==> src/hdl/pns_pkg.sv <==
// ----------------------------------------------------------------------------
// pns_pkg: shared types and widths
// Field widths, stored record layouts and the pick result of the select unit.
// ----------------------------------------------------------------------------
`default_nettype none

package pns_pkg;

    localparam int BURST_W = 16;
    localparam int ARR_W   = 16;
    localparam int PRIO_W  = 8;
    localparam int TICK_W  = 23;
    localparam int DIFF_W  = 22;
    localparam int SUM_W   = 28;
    localparam int PIDX_W  = 6;

    // one loaded process
    typedef struct packed {
        logic [BURST_W-1:0] burst;
        logic [ARR_W-1:0]   arrival;
        logic [PRIO_W-1:0]  prio;
    } job_rec_t;

    // start and finish ticks of a scheduled process
    typedef struct packed {
        logic [TICK_W-1:0] start;
        logic [TICK_W-1:0] finish;
    } span_t;

    // outcome of one selection pass
    typedef struct packed {
        logic [PIDX_W-1:0]  idx;
        logic [TICK_W-1:0]  start;
        logic [BURST_W-1:0] burst;
    } pick_t;

endpackage

`default_nettype wire

==> src/hdl/pns_job_if.sv <==
// ----------------------------------------------------------------------------
// pns_job_if: process input channel
// Valid/ready channel carrying one process description per beat.
// ----------------------------------------------------------------------------
`default_nettype none

interface pns_job_if;
    logic        valid;
    logic        ready;
    logic [15:0] burst_time;
    logic [15:0] arrival_time;
    logic [7:0]  priority_level;
    logic        last_process;

    modport source (
        output valid, burst_time, arrival_time, priority_level, last_process,
        input  ready
    );
    modport sink (
        input  valid, burst_time, arrival_time, priority_level, last_process,
        output ready
    );
endinterface

`default_nettype wire

==> src/hdl/pns_result_if.sv <==
// ----------------------------------------------------------------------------
// pns_result_if: per-process result channel
// Valid/ready channel carrying one process's timing figures per beat.
// ----------------------------------------------------------------------------
`default_nettype none

interface pns_result_if;
    logic        valid;
    logic        ready;
    logic [5:0]  process_index;
    logic [22:0] completion_time;
    logic [21:0] turnaround_time;
    logic [21:0] waiting_time;
    logic [21:0] response_time;
    logic [27:0] total_turnaround;
    logic [27:0] total_waiting;
    logic [27:0] total_response;
    logic        last_result;

    modport source (
        output valid, process_index, completion_time, turnaround_time,
               waiting_time, response_time, total_turnaround, total_waiting,
               total_response, last_result,
        input  ready
    );
    modport sink (
        input  valid, process_index, completion_time, turnaround_time,
               waiting_time, response_time, total_turnaround, total_waiting,
               total_response, last_result,
        output ready
    );
endinterface

`default_nettype wire

==> src/hdl/pns_ram.sv <==
// ----------------------------------------------------------------------------
// pns_ram: generic simple dual-port RAM
// One write port, one read port with registered read data.
// ----------------------------------------------------------------------------
`default_nettype none

module pns_ram #(
    parameter int WIDTH = 8,
    parameter int DEPTH = 16
) (
    input  wire logic                     clk,
    input  wire logic                     we,
    input  wire logic [$clog2(DEPTH)-1:0] waddr,
    input  wire logic [WIDTH-1:0]         wdata,
    input  wire logic [$clog2(DEPTH)-1:0] raddr,
    output logic      [WIDTH-1:0]         rdata
);

    logic [WIDTH-1:0] mem [DEPTH];

    always_ff @(posedge clk)
    begin
        if (we)
        begin
            mem[waddr] <= wdata;
        end
        rdata <= mem[raddr];
    end

endmodule

`default_nettype wire

==> src/hdl/pns_select.sv <==
// ----------------------------------------------------------------------------
// pns_select: shared selection unit
// Sees one stored process per sampled cycle and keeps the best ready candidate and
// the earliest pending one; their merge is the next process to start.
// ----------------------------------------------------------------------------
`default_nettype none

module pns_select
    import pns_pkg::*;
(
    input  wire logic               clk,
    input  wire logic               rst_n,
    input  wire logic               clear,
    input  wire logic               sample,
    input  wire logic [PIDX_W-1:0]  idx,
    input  wire job_rec_t           job,
    input  wire logic               done,
    input  wire logic [TICK_W-1:0]  tick,
    output pick_t                   pick
);

    // best among arrived: priority, then arrival, then index
    logic               rdy_found_reg, rdy_found_next;
    logic [PRIO_W-1:0]  rdy_prio_reg;
    logic [ARR_W-1:0]   rdy_arr_reg;
    logic [PIDX_W-1:0]  rdy_idx_reg;
    logic [BURST_W-1:0] rdy_burst_reg;
    // earliest pending: arrival, then priority, then index
    logic               erl_found_reg, erl_found_next;
    logic [PRIO_W-1:0]  erl_prio_reg;
    logic [ARR_W-1:0]   erl_arr_reg;
    logic [PIDX_W-1:0]  erl_idx_reg;
    logic [BURST_W-1:0] erl_burst_reg;

    logic rdy_take;
    logic erl_take;
    logic arrived;

    assign arrived  = {{(TICK_W-ARR_W){1'b0}}, job.arrival} <= tick;

    assign rdy_take = sample && !done && arrived &&
                      (!rdy_found_reg || job.prio < rdy_prio_reg ||
                       (job.prio == rdy_prio_reg && job.arrival < rdy_arr_reg));

    assign erl_take = sample && !done &&
                      (!erl_found_reg || job.arrival < erl_arr_reg ||
                       (job.arrival == erl_arr_reg && job.prio < erl_prio_reg));

    assign rdy_found_next = clear ? 1'b0 : (rdy_found_reg || rdy_take);
    assign erl_found_next = clear ? 1'b0 : (erl_found_reg || erl_take);

    always_ff @(posedge clk or negedge rst_n)
    begin
        if (!rst_n)
        begin
            rdy_found_reg <= 1'b0;
            erl_found_reg <= 1'b0;
        end
        else
        begin
            rdy_found_reg <= rdy_found_next;
            erl_found_reg <= erl_found_next;
        end
    end

    always_ff @(posedge clk)
    begin
        if (rdy_take)
        begin
            rdy_prio_reg  <= job.prio;
            rdy_arr_reg   <= job.arrival;
            rdy_idx_reg   <= idx;
            rdy_burst_reg <= job.burst;
        end
        if (erl_take)
        begin
            erl_prio_reg  <= job.prio;
            erl_arr_reg   <= job.arrival;
            erl_idx_reg   <= idx;
            erl_burst_reg <= job.burst;
        end
    end

    // nothing arrived yet: time jumps to the earliest arrival
    always_comb
    begin
        if (rdy_found_reg)
        begin
            pick.idx   = rdy_idx_reg;
            pick.start = tick;
            pick.burst = rdy_burst_reg;
        end
        else
        begin
            pick.idx   = erl_idx_reg;
            pick.start = {{(TICK_W-ARR_W){1'b0}}, erl_arr_reg};
            pick.burst = erl_burst_reg;
        end
    end

endmodule

`default_nettype wire

==> src/hdl/priority_nonpreemptive_scheduler.sv <==
// ----------------------------------------------------------------------------
// priority_nonpreemptive_scheduler: non-preemptive priority scheduler
// Loads a process set, schedules it and reports per-process timing figures.
// ----------------------------------------------------------------------------
// usage
//   jobs: one process per beat (burst, arrival, priority, last flag), stored
//   in load order; beats past MAX_PROCS are dropped but their last flag counts
//   a beat with last_process set closes the set; jobs.ready then stays low
//   until the final result of the set has been loaded into the output register
//   loading takes one cycle per beat; scheduling n processes takes n
//   selection passes of ST_SCAN, ST_FLUSH and ST_PICK; the single select
//   unit sees one stored process per scan cycle through the registered read port
//   results: n beats in load order, each read (ST_RD) then loaded (ST_EMIT),
//   with running totals and last_result on the final beat
//   a stalled receiver holds the output register and the sequencer waits;
//   the next set may be loaded while the final result is still pending
//   reset clears the count, the scheduled flags and the output valid; the
//   process and timing RAMs are not cleared
// ----------------------------------------------------------------------------
`default_nettype none

module priority_nonpreemptive_scheduler
    import pns_pkg::*;
#(
    parameter int MAX_PROCS = 16
) (
    input  wire logic    clk,
    input  wire logic    rst_n,
    pns_job_if.sink      jobs,
    pns_result_if.source results
);

    localparam int IDX_W = $clog2(MAX_PROCS);
    localparam int CNT_W = $clog2(MAX_PROCS + 1);

    typedef enum logic [5:0] {
        ST_LOAD  = 6'b000001,
        ST_SCAN  = 6'b000010,
        ST_FLUSH = 6'b000100,
        ST_PICK  = 6'b001000,
        ST_RD    = 6'b010000,
        ST_EMIT  = 6'b100000
    } state_t;

    state_t state_reg, state_next;

    logic [CNT_W-1:0]    count_reg, count_next;   // processes loaded
    logic [CNT_W-1:0]    n_reg, n_next;           // size of the set in work
    logic [CNT_W-1:0]    done_reg, done_next;     // processes scheduled
    logic [IDX_W-1:0]    scan_reg, scan_next;     // read pointer of a pass
    logic [IDX_W-1:0]    emit_reg, emit_next;     // result pointer
    logic                rd_vld_reg;
    logic [IDX_W-1:0]    rd_idx_reg;
    logic [TICK_W-1:0]   tick_reg, tick_next;
    logic [MAX_PROCS-1:0] flags_reg, flags_next;
    logic [SUM_W-1:0]    sum_ta_reg, sum_ta_next;
    logic [SUM_W-1:0]    sum_w_reg, sum_w_next;
    logic [SUM_W-1:0]    sum_r_reg, sum_r_next;
    logic                out_vld_reg, out_vld_next;

    logic                job_accept;
    logic                has_room;
    logic                out_load;

    // process RAM
    logic                job_we;
    logic [IDX_W-1:0]    job_raddr;
    job_rec_t            job_wdata;
    job_rec_t            job_rdata;

    // timing RAM
    logic                span_we;
    span_t               span_wdata;
    span_t               span_rdata;

    pick_t               pick;
    logic [TICK_W-1:0]   finish;
    logic [IDX_W-1:0]    pick_idx;

    // figures of the result being formed
    logic [SUM_W-1:0]    ta_full;
    logic [SUM_W-1:0]    w_full;
    logic [SUM_W-1:0]    r_full;
    logic                emit_last;

    assign jobs.ready = (state_reg == ST_LOAD);
    assign job_accept = jobs.valid && jobs.ready;
    assign has_room   = count_reg < CNT_W'(MAX_PROCS);

    assign job_we          = job_accept && has_room;
    assign job_wdata.burst   = jobs.burst_time;
    assign job_wdata.arrival = jobs.arrival_time;
    assign job_wdata.prio    = jobs.priority_level;
    assign job_raddr = (state_reg == ST_SCAN) ? scan_reg : emit_reg;

    pns_ram #(
        .WIDTH ($bits(job_rec_t)),
        .DEPTH (MAX_PROCS)
    ) u_job_ram (
        .clk   (clk),
        .we    (job_we),
        .waddr (count_reg[IDX_W-1:0]),
        .wdata (job_wdata),
        .raddr (job_raddr),
        .rdata (job_rdata)
    );

    // selection pass: one stored process per cycle into the select unit
    pns_select u_select (
        .clk    (clk),
        .rst_n  (rst_n),
        .clear  ((state_reg == ST_LOAD) || (state_reg == ST_PICK)),
        .sample (rd_vld_reg),
        .idx    (PIDX_W'(rd_idx_reg)),
        .job    (job_rdata),
        .done   (flags_reg[rd_idx_reg]),
        .tick   (tick_reg),
        .pick   (pick)
    );

    assign finish   = pick.start + {{(TICK_W-BURST_W){1'b0}}, pick.burst};
    assign pick_idx = pick.idx[IDX_W-1:0];

    assign span_we           = (state_reg == ST_PICK);
    assign span_wdata.start  = pick.start;
    assign span_wdata.finish = finish;

    pns_ram #(
        .WIDTH ($bits(span_t)),
        .DEPTH (MAX_PROCS)
    ) u_span_ram (
        .clk   (clk),
        .we    (span_we),
        .waddr (pick_idx),
        .wdata (span_wdata),
        .raddr (emit_reg),
        .rdata (span_rdata)
    );

    // result figures, no field exceeds its width for valid sets
    assign ta_full = SUM_W'(span_rdata.finish) - SUM_W'(job_rdata.arrival);
    assign w_full  = ta_full - SUM_W'(job_rdata.burst);
    assign r_full  = SUM_W'(span_rdata.start) - SUM_W'(job_rdata.arrival);
    assign emit_last = (CNT_W'(emit_reg) == n_reg - CNT_W'(1));

    assign out_load = (state_reg == ST_EMIT) && (!out_vld_reg || results.ready);

    always_comb
    begin
        state_next  = state_reg;
        count_next  = count_reg;
        n_next      = n_reg;
        done_next   = done_reg;
        scan_next   = scan_reg;
        emit_next   = emit_reg;
        tick_next   = tick_reg;
        flags_next  = flags_reg;
        sum_ta_next = sum_ta_reg;
        sum_w_next  = sum_w_reg;
        sum_r_next  = sum_r_reg;

        unique case (state_reg)
            ST_LOAD:
            begin
                if (job_accept)
                begin
                    if (has_room)
                    begin
                        count_next = count_reg + CNT_W'(1);
                    end
                    if (jobs.last_process)
                    begin
                        n_next     = has_room ? count_reg + CNT_W'(1) : count_reg;
                        done_next  = '0;
                        scan_next  = '0;
                        tick_next  = '0;
                        flags_next = '0;
                        state_next = ST_SCAN;
                    end
                end
            end
            ST_SCAN:
            begin
                if (CNT_W'(scan_reg) == n_reg - CNT_W'(1))
                begin
                    scan_next  = '0;
                    state_next = ST_FLUSH;
                end
                else
                begin
                    scan_next = scan_reg + IDX_W'(1);
                end
            end
            ST_FLUSH:
            begin
                state_next = ST_PICK;
            end
            ST_PICK:
            begin
                flags_next[pick_idx] = 1'b1;
                tick_next = finish;
                done_next = done_reg + CNT_W'(1);
                if (done_reg + CNT_W'(1) == n_reg)
                begin
                    emit_next   = '0;
                    sum_ta_next = '0;
                    sum_w_next  = '0;
                    sum_r_next  = '0;
                    state_next  = ST_RD;
                end
                else
                begin
                    state_next = ST_SCAN;
                end
            end
            ST_RD:
            begin
                state_next = ST_EMIT;
            end
            ST_EMIT:
            begin
                if (out_load)
                begin
                    sum_ta_next = sum_ta_reg + ta_full;
                    sum_w_next  = sum_w_reg + w_full;
                    sum_r_next  = sum_r_reg + r_full;
                    if (emit_last)
                    begin
                        count_next = '0;
                        tick_next  = '0;
                        flags_next = '0;
                        state_next = ST_LOAD;
                    end
                    else
                    begin
                        emit_next  = emit_reg + IDX_W'(1);
                        state_next = ST_RD;
                    end
                end
            end
            default:
            begin
                state_next = ST_LOAD;
            end
        endcase
    end

    assign out_vld_next = out_load ? 1'b1 : (results.ready ? 1'b0 : out_vld_reg);

    always_ff @(posedge clk or negedge rst_n)
    begin
        if (!rst_n)
        begin
            state_reg   <= ST_LOAD;
            count_reg   <= '0;
            n_reg       <= '0;
            done_reg    <= '0;
            scan_reg    <= '0;
            emit_reg    <= '0;
            rd_vld_reg  <= 1'b0;
            rd_idx_reg  <= '0;
            tick_reg    <= '0;
            flags_reg   <= '0;
            sum_ta_reg  <= '0;
            sum_w_reg   <= '0;
            sum_r_reg   <= '0;
            out_vld_reg <= 1'b0;
        end
        else
        begin
            state_reg   <= state_next;
            count_reg   <= count_next;
            n_reg       <= n_next;
            done_reg    <= done_next;
            scan_reg    <= scan_next;
            emit_reg    <= emit_next;
            // read data of a scan address arrives in the next cycle
            rd_vld_reg  <= (state_reg == ST_SCAN);
            rd_idx_reg  <= scan_reg;
            tick_reg    <= tick_next;
            flags_reg   <= flags_next;
            sum_ta_reg  <= sum_ta_next;
            sum_w_reg   <= sum_w_next;
            sum_r_reg   <= sum_r_next;
            out_vld_reg <= out_vld_next;
        end
    end

    // output register, payload only
    always_ff @(posedge clk)
    begin
        if (out_load)
        begin
            results.process_index    <= PIDX_W'(emit_reg);
            results.completion_time  <= span_rdata.finish;
            results.turnaround_time  <= ta_full[DIFF_W-1:0];
            results.waiting_time     <= w_full[DIFF_W-1:0];
            results.response_time    <= r_full[DIFF_W-1:0];
            results.total_turnaround <= sum_ta_reg + ta_full;
            results.total_waiting    <= sum_w_reg + w_full;
            results.total_response   <= sum_r_reg + r_full;
            results.last_result      <= emit_last;
        end
    end

    assign results.valid = out_vld_reg;

endmodule

`default_nettype wire
==> src/flat_wrapper.sv <==
// flat-port wrapper written by rule: the top's interface ports become plain ports
module priority_nonpreemptive_scheduler_flat import pns_pkg::*;
#(
    parameter int MAX_PROCS = 16
)
  (clk, rst_n, jobs_valid, jobs_burst_time, jobs_arrival_time, jobs_priority_level, jobs_last_process, jobs_ready, results_valid, results_process_index, results_completion_time, results_turnaround_time, results_waiting_time, results_response_time, results_total_turnaround, results_total_waiting, results_total_response, results_last_result, results_ready);
  pns_job_if jobs_i ();
  pns_result_if results_i ();
  input  wire logic clk;
  input  wire logic rst_n;
  input wire logic [$bits(jobs_i.valid)-1:0] jobs_valid;
  input wire logic [$bits(jobs_i.burst_time)-1:0] jobs_burst_time;
  input wire logic [$bits(jobs_i.arrival_time)-1:0] jobs_arrival_time;
  input wire logic [$bits(jobs_i.priority_level)-1:0] jobs_priority_level;
  input wire logic [$bits(jobs_i.last_process)-1:0] jobs_last_process;
  output wire logic [$bits(jobs_i.ready)-1:0] jobs_ready;
  output wire logic [$bits(results_i.valid)-1:0] results_valid;
  output wire logic [$bits(results_i.process_index)-1:0] results_process_index;
  output wire logic [$bits(results_i.completion_time)-1:0] results_completion_time;
  output wire logic [$bits(results_i.turnaround_time)-1:0] results_turnaround_time;
  output wire logic [$bits(results_i.waiting_time)-1:0] results_waiting_time;
  output wire logic [$bits(results_i.response_time)-1:0] results_response_time;
  output wire logic [$bits(results_i.total_turnaround)-1:0] results_total_turnaround;
  output wire logic [$bits(results_i.total_waiting)-1:0] results_total_waiting;
  output wire logic [$bits(results_i.total_response)-1:0] results_total_response;
  output wire logic [$bits(results_i.last_result)-1:0] results_last_result;
  input wire logic [$bits(results_i.ready)-1:0] results_ready;
  assign jobs_i.valid = jobs_valid;
  assign jobs_i.burst_time = jobs_burst_time;
  assign jobs_i.arrival_time = jobs_arrival_time;
  assign jobs_i.priority_level = jobs_priority_level;
  assign jobs_i.last_process = jobs_last_process;
  assign jobs_ready = jobs_i.ready;
  assign results_valid = results_i.valid;
  assign results_process_index = results_i.process_index;
  assign results_completion_time = results_i.completion_time;
  assign results_turnaround_time = results_i.turnaround_time;
  assign results_waiting_time = results_i.waiting_time;
  assign results_response_time = results_i.response_time;
  assign results_total_turnaround = results_i.total_turnaround;
  assign results_total_waiting = results_i.total_waiting;
  assign results_total_response = results_i.total_response;
  assign results_last_result = results_i.last_result;
  assign results_i.ready = results_ready;
  priority_nonpreemptive_scheduler #(.MAX_PROCS(MAX_PROCS)) u_core (.clk(clk), .rst_n(rst_n), .jobs(jobs_i), .results(results_i));
endmodule
==> config.mk <==
export PLATFORM = sky130hd
export DESIGN_NAME = priority_nonpreemptive_scheduler_flat
export DESIGN_NICKNAME = d
export VERILOG_FILES = /design/src/hdl/pns_pkg.sv /design/src/hdl/pns_job_if.sv /design/src/hdl/pns_result_if.sv /design/src/hdl/pns_ram.sv /design/src/hdl/pns_select.sv /design/src/hdl/priority_nonpreemptive_scheduler.sv /design/src/flat_wrapper.sv
export SDC_FILE = /design/constraint.sdc
export NUM_CORES = 2
export LEC_CHECK = 0
export BUFFER_PORTS_ARGS = -buffer_cell sky130_fd_sc_hd__buf_2
export CAP_MARGIN = 30
export CORE_ASPECT_RATIO = 0.6
export CORE_MARGIN = 5
export CORE_UTILIZATION = 45
export CTS_CLUSTER_SIZE = 40
export DETAILED_ROUTE_END_ITERATION = 12
export RECOVER_POWER = 25
export SLEW_MARGIN = 40
export SYNTH_ARGS = -nofsm -noshare
export SYNTH_HDL_FRONTEND = slang
export SYNTH_SLANG_ARGS = --single-unit
==> constraint.sdc <==
create_clock -name clk -period 18.6 [get_ports clk]
set_clock_uncertainty 0.1 [all_clocks]
set_input_delay 2.79 -clock clk [delete_from_list [all_inputs] [get_ports clk]]
set_output_delay 2.79 -clock clk [all_outputs]
set_load 0.01 [all_outputs]
==> metrics <==
Lkg Pwr=29.84 nW; cts repair resizes=0; # setup viols final=0; type of element launching the critical path=flop; Post-CTS Setup Bufs=0; count of flip-flops with a built-in enable after synthesis=1,642; maximum number of pins on one net before global-route repair=117; final RePlAce weighted congestion=0.9024; layer carrying the most global-route usage=met1; CP Depth=13; Worst Setup End Kind=flop; clock edge transition at the registers on the reported setup and hold paths=0.06 ns; clock buffer count from CTS=182; library cell contributing the largest single delay on the critical path=sky130_fd_sc_hd__clkbuf_1; setup TNS=0 ns; Yosys reg bits=1,888; number of instances on the worst hold path=0; startpoint of the lowest-slack register-to-register path=u_core.u_select.rdy_found_reg$_DFF_PN0_; routed wire length=214,200 um; layout cell share with drive strength beyond 1=0.1848; floorplan die width=549.9 um; Mapped Cells=4,831; CTS sink count=1,888; violations in the final reports=capacitance limit, slew limit; share of the clock period used by the worst path=0.4474; H-tree depth reported by CTS=4; final routed wire length divided by cell count=28.01 um; count of endpoints failing hold in the final timing report=0; Finished Core Util=0.5152; half-perimeter wire length after placement=133,100 um; run status=finished, violations left; flip-flop cell with the highest count after synthesis=sky130_fd_sc_hd__edfxtp_1; cell-by-cell listing of the critical path=clkbuf_1, nand2_1, o21ai_0, clkbuf_1, ha_1, a21oi_1, o21ai_0, a41oi_1, o311a_1, a21oi_1, a41oi_1, nor3_1, xor2_2; XOR/XNOR share of the synthesized area=0.01945; Hold Startpoint=u_core.u_span_ram.rdata[3]$_DFF_P_; Synth Warn #=0; Most flops, register=u_core.u_span_ram.mem; post-synthesis adder-cell area fraction=0.03609; die outline height=333.9 um; gr ovfl total=0; pin slew with the least headroom to its limit=4.108 ns; GR Util met2=0.3251; fraction of the yosys area taken by sequential cells=0.6994; number of buffers on the longest clock path=4; final worst slack=10.28 ns; post-synthesis async set-or-reset flop share=0.08475; Required @ worst endpoint=19.01 ns; compound-cell area share of the yosys netlist=0.07761; Antenna Violating Nets Remaining=0; Synth cell types=115; total power density per cell area=92.58 mW/mm^2; met1 demand-to-capacity share in global routing=0.3570; Hold WS=0.3339 ns; Boundary Pins=227; sink of the worst hold path=u_core.results.completion_time[3]$_DFFE_PP_; first-pass GRT wire length=308,700 um; largest registers ranked by flip-flop count=u_core.u_span_ram.mem: 736 flops, u_core.u_job_ram.mem: 640 flops, u_core.u_span_ram.rdata: 46 flops; antenna violations before repair=28; Final Net Count=5,420; core region area=0.1732 mm^2; maximum vdd drop=0.07467 mV; synthesized area divided by synthesized cell count=16.29 um^2; fin crit period=8.321 ns; number of flip-flops under the largest register name=736; GRT Overall Usage=0.2296; class of the most critical setup path=flop to flop; number of cells on the worst reg-to-reg path=13; Post-CTS Hold Fix Bufs=0; CP delay by family, top=buffers and inverters; combined area of all synthesized cells=0.07869 mm^2; RSZ-0062 raised after global routing=false; number of input and output port buffers inserted=224; arrival time of the worst setup path=8.73 ns; Worst Setup Slack post-DPL=11.71 ns; area growth from synthesis to final layout=13.38%; Crit path buffers/inverters=2; Max Fanout on Critical Path=58; Clock Latency Late Sink=0.83 ns; clock tree from TritonCTS=yes; initial core utilization=0.4544; DRC violations left=0; ratio of routed vias to standard cells=5.820; area of the die=0.1836 mm^2; routed vias=44,520; number of placement rows=118; met3 demand-to-capacity share in global routing=0.05834; number of maximum-capacitance violations=5; CTS root buf=sky130_fd_sc_hd__clkbuf_16; Peak Freq=0.1202 GHz; worst reg-to-reg setup slack=10.28 ns; Simple-Gate Fraction of Synth Area=0.04716; drt initial violations=5,250; max incr delay on CP=2.25 ns; Slew HR=-1.738; mux cell area share after synthesis=0.1016; worst reg2reg endpoint=u_core.u_span_ram.mem[8][21]$_DFFE_PP_; vias in the first global route=43,010; class of the most critical hold timing path=flop to flop; number of max-slew violations in the final report=242; largest family of logic cells by synthesized area=multiplexers; drt first pass iters=5
[worst max-delay path by stage]
stage	from	to	slack [ns]
after floorplan	results_ready	u_core.results.completion_time[0]$_DFFE_PP_	9.41
after global placement	u_core.u_span_ram.rdata[0]$_DFF_P_	u_core.results.total_waiting[27]$_DFFE_PP_	11.83
after detailed placement	u_core.u_job_ram.rdata[8]$_DFF_P_	u_core.results.total_waiting[27]$_DFFE_PP_	11.71
after CTS	u_core.u_job_ram.rdata[8]$_DFF_P_	u_core.results.total_waiting[27]$_DFFE_PP_	11.65
after global routing	u_core.u_select.rdy_found_reg$_DFF_PN0_	u_core.u_span_ram.mem[15][21]$_DFFE_PP_	9.95
final	u_core.u_select.rdy_found_reg$_DFF_PN0_	u_core.u_span_ram.mem[8][21]$_DFFE_PP_	10.28
[layer usage]
metal	wire length [um]	share of wire
met4	4613	0.022
met2	91360	0.43
met1	98370	0.46
met3	19800	0.092
met5	75	0.00035
[cell families (layout without fill, tap and decap cells)]
family | count (synthesis) | count (layout)
flip-flops | 1888 | 1888
AO/OA/AOI/OAI | 922 | 922
AND/OR/NAND/NOR | 791 | 791
multiplexers | 469 | 469
buffers and inverters | 364 | 829
adder cells (fa/ha/maj) | 223 | 223
XOR/XNOR | 173 | 173
other | 1 | 14
[Yosys cell counts (all sizes together), types with 45 or more instances]
master  count  area [um^2]
a211oi     58        445.4
a21o       73        548.0
a21oi     175        890.9
a221oi     46        402.9
a22oi      47        352.8
a31oi      62        394.1
and2       51        320.3
buf        66        351.6
clkbuf    135        508.0
dfrtp     159         3979
dfxtp      86         1722
edfxtp   1642        49310
ha        215         2690
inv       162        610.6
mux2       63        709.4
mux2i     149         1495
mux4      257         5788
nand2     363         1363
nand3      45        230.2
nor2      135        519.3
o21ai     268         1356
xnor2     115         1015
xor2       58        515.5
[report_power, final]
part	switching, W	internal, W	total [W]
Clock	0.00159	0.00208	0.00367
Sequential	0.0000000000000000000149	0.00456	0.00456
Combinational	0.0000273	0.00000323	0.0000306
[final cells by class]
cell class	count	area, um^2
Antenna cell	12	30.03
Clock buffer	243	5060
Clock inverter	85	744.5
Fill cell	14050	83960
Inverter	163	621.8
Multi-Input combinational cell	2580	22760
Sequential cell	1888	55040
Tap cell	2340	2928
Timing Repair Buffer	338	2041
[stage by stage]
stage               cell area (um^2)  power, W  cells
floorplan                      78700  0.004654   4832
global placement               83130  0.004683   7301
detailed placement             83430  0.004684   7306
CTS                            89230  0.008321   7634
global route                   89210  0.008514   7644
finish                         89220  0.008260   7649
[placed cells by master, fill, tap and decap left out, types with 23 or more instances in the layout]
cell and n:
sky130_fd_sc_hd__nand2b_1 39, sky130_fd_sc_hd__a31oi_1 55, sky130_fd_sc_hd__clkinv_2 35, sky130_fd_sc_hd__o21ai_0 260, sky130_fd_sc_hd__buf_2 189, sky130_fd_sc_hd__mux2_2 62, sky130_fd_sc_hd__nor3_1 35, sky130_fd_sc_hd__a221oi_1 46
sky130_fd_sc_hd__mux2i_1 145, sky130_fd_sc_hd__a21oi_1 173, sky130_fd_sc_hd__nor2_1 104, sky130_fd_sc_hd__o21a_1 25, sky130_fd_sc_hd__mux4_2 257, sky130_fd_sc_hd__a21o_1 73, sky130_fd_sc_hd__dfrtp_1 158, sky130_fd_sc_hd__clkbuf_16 188
sky130_fd_sc_hd__a211oi_1 56, sky130_fd_sc_hd__xor2_1 55, sky130_fd_sc_hd__inv_1 159, sky130_fd_sc_hd__buf_4 62, sky130_fd_sc_hd__and2_1 45, sky130_fd_sc_hd__nor2b_1 23, sky130_fd_sc_hd__xnor2_1 100, sky130_fd_sc_hd__clkbuf_1 97
sky130_fd_sc_hd__nand3_1 44, sky130_fd_sc_hd__ha_1 215, sky130_fd_sc_hd__a22o_1 42, sky130_fd_sc_hd__nor2_4 29, sky130_fd_sc_hd__nand2_1 361, sky130_fd_sc_hd__edfxtp_1 1642, sky130_fd_sc_hd__a22oi_1 47, sky130_fd_sc_hd__clkinv_1 27
sky130_fd_sc_hd__dfxtp_1 86
Power figures use the tool's default switching activity.
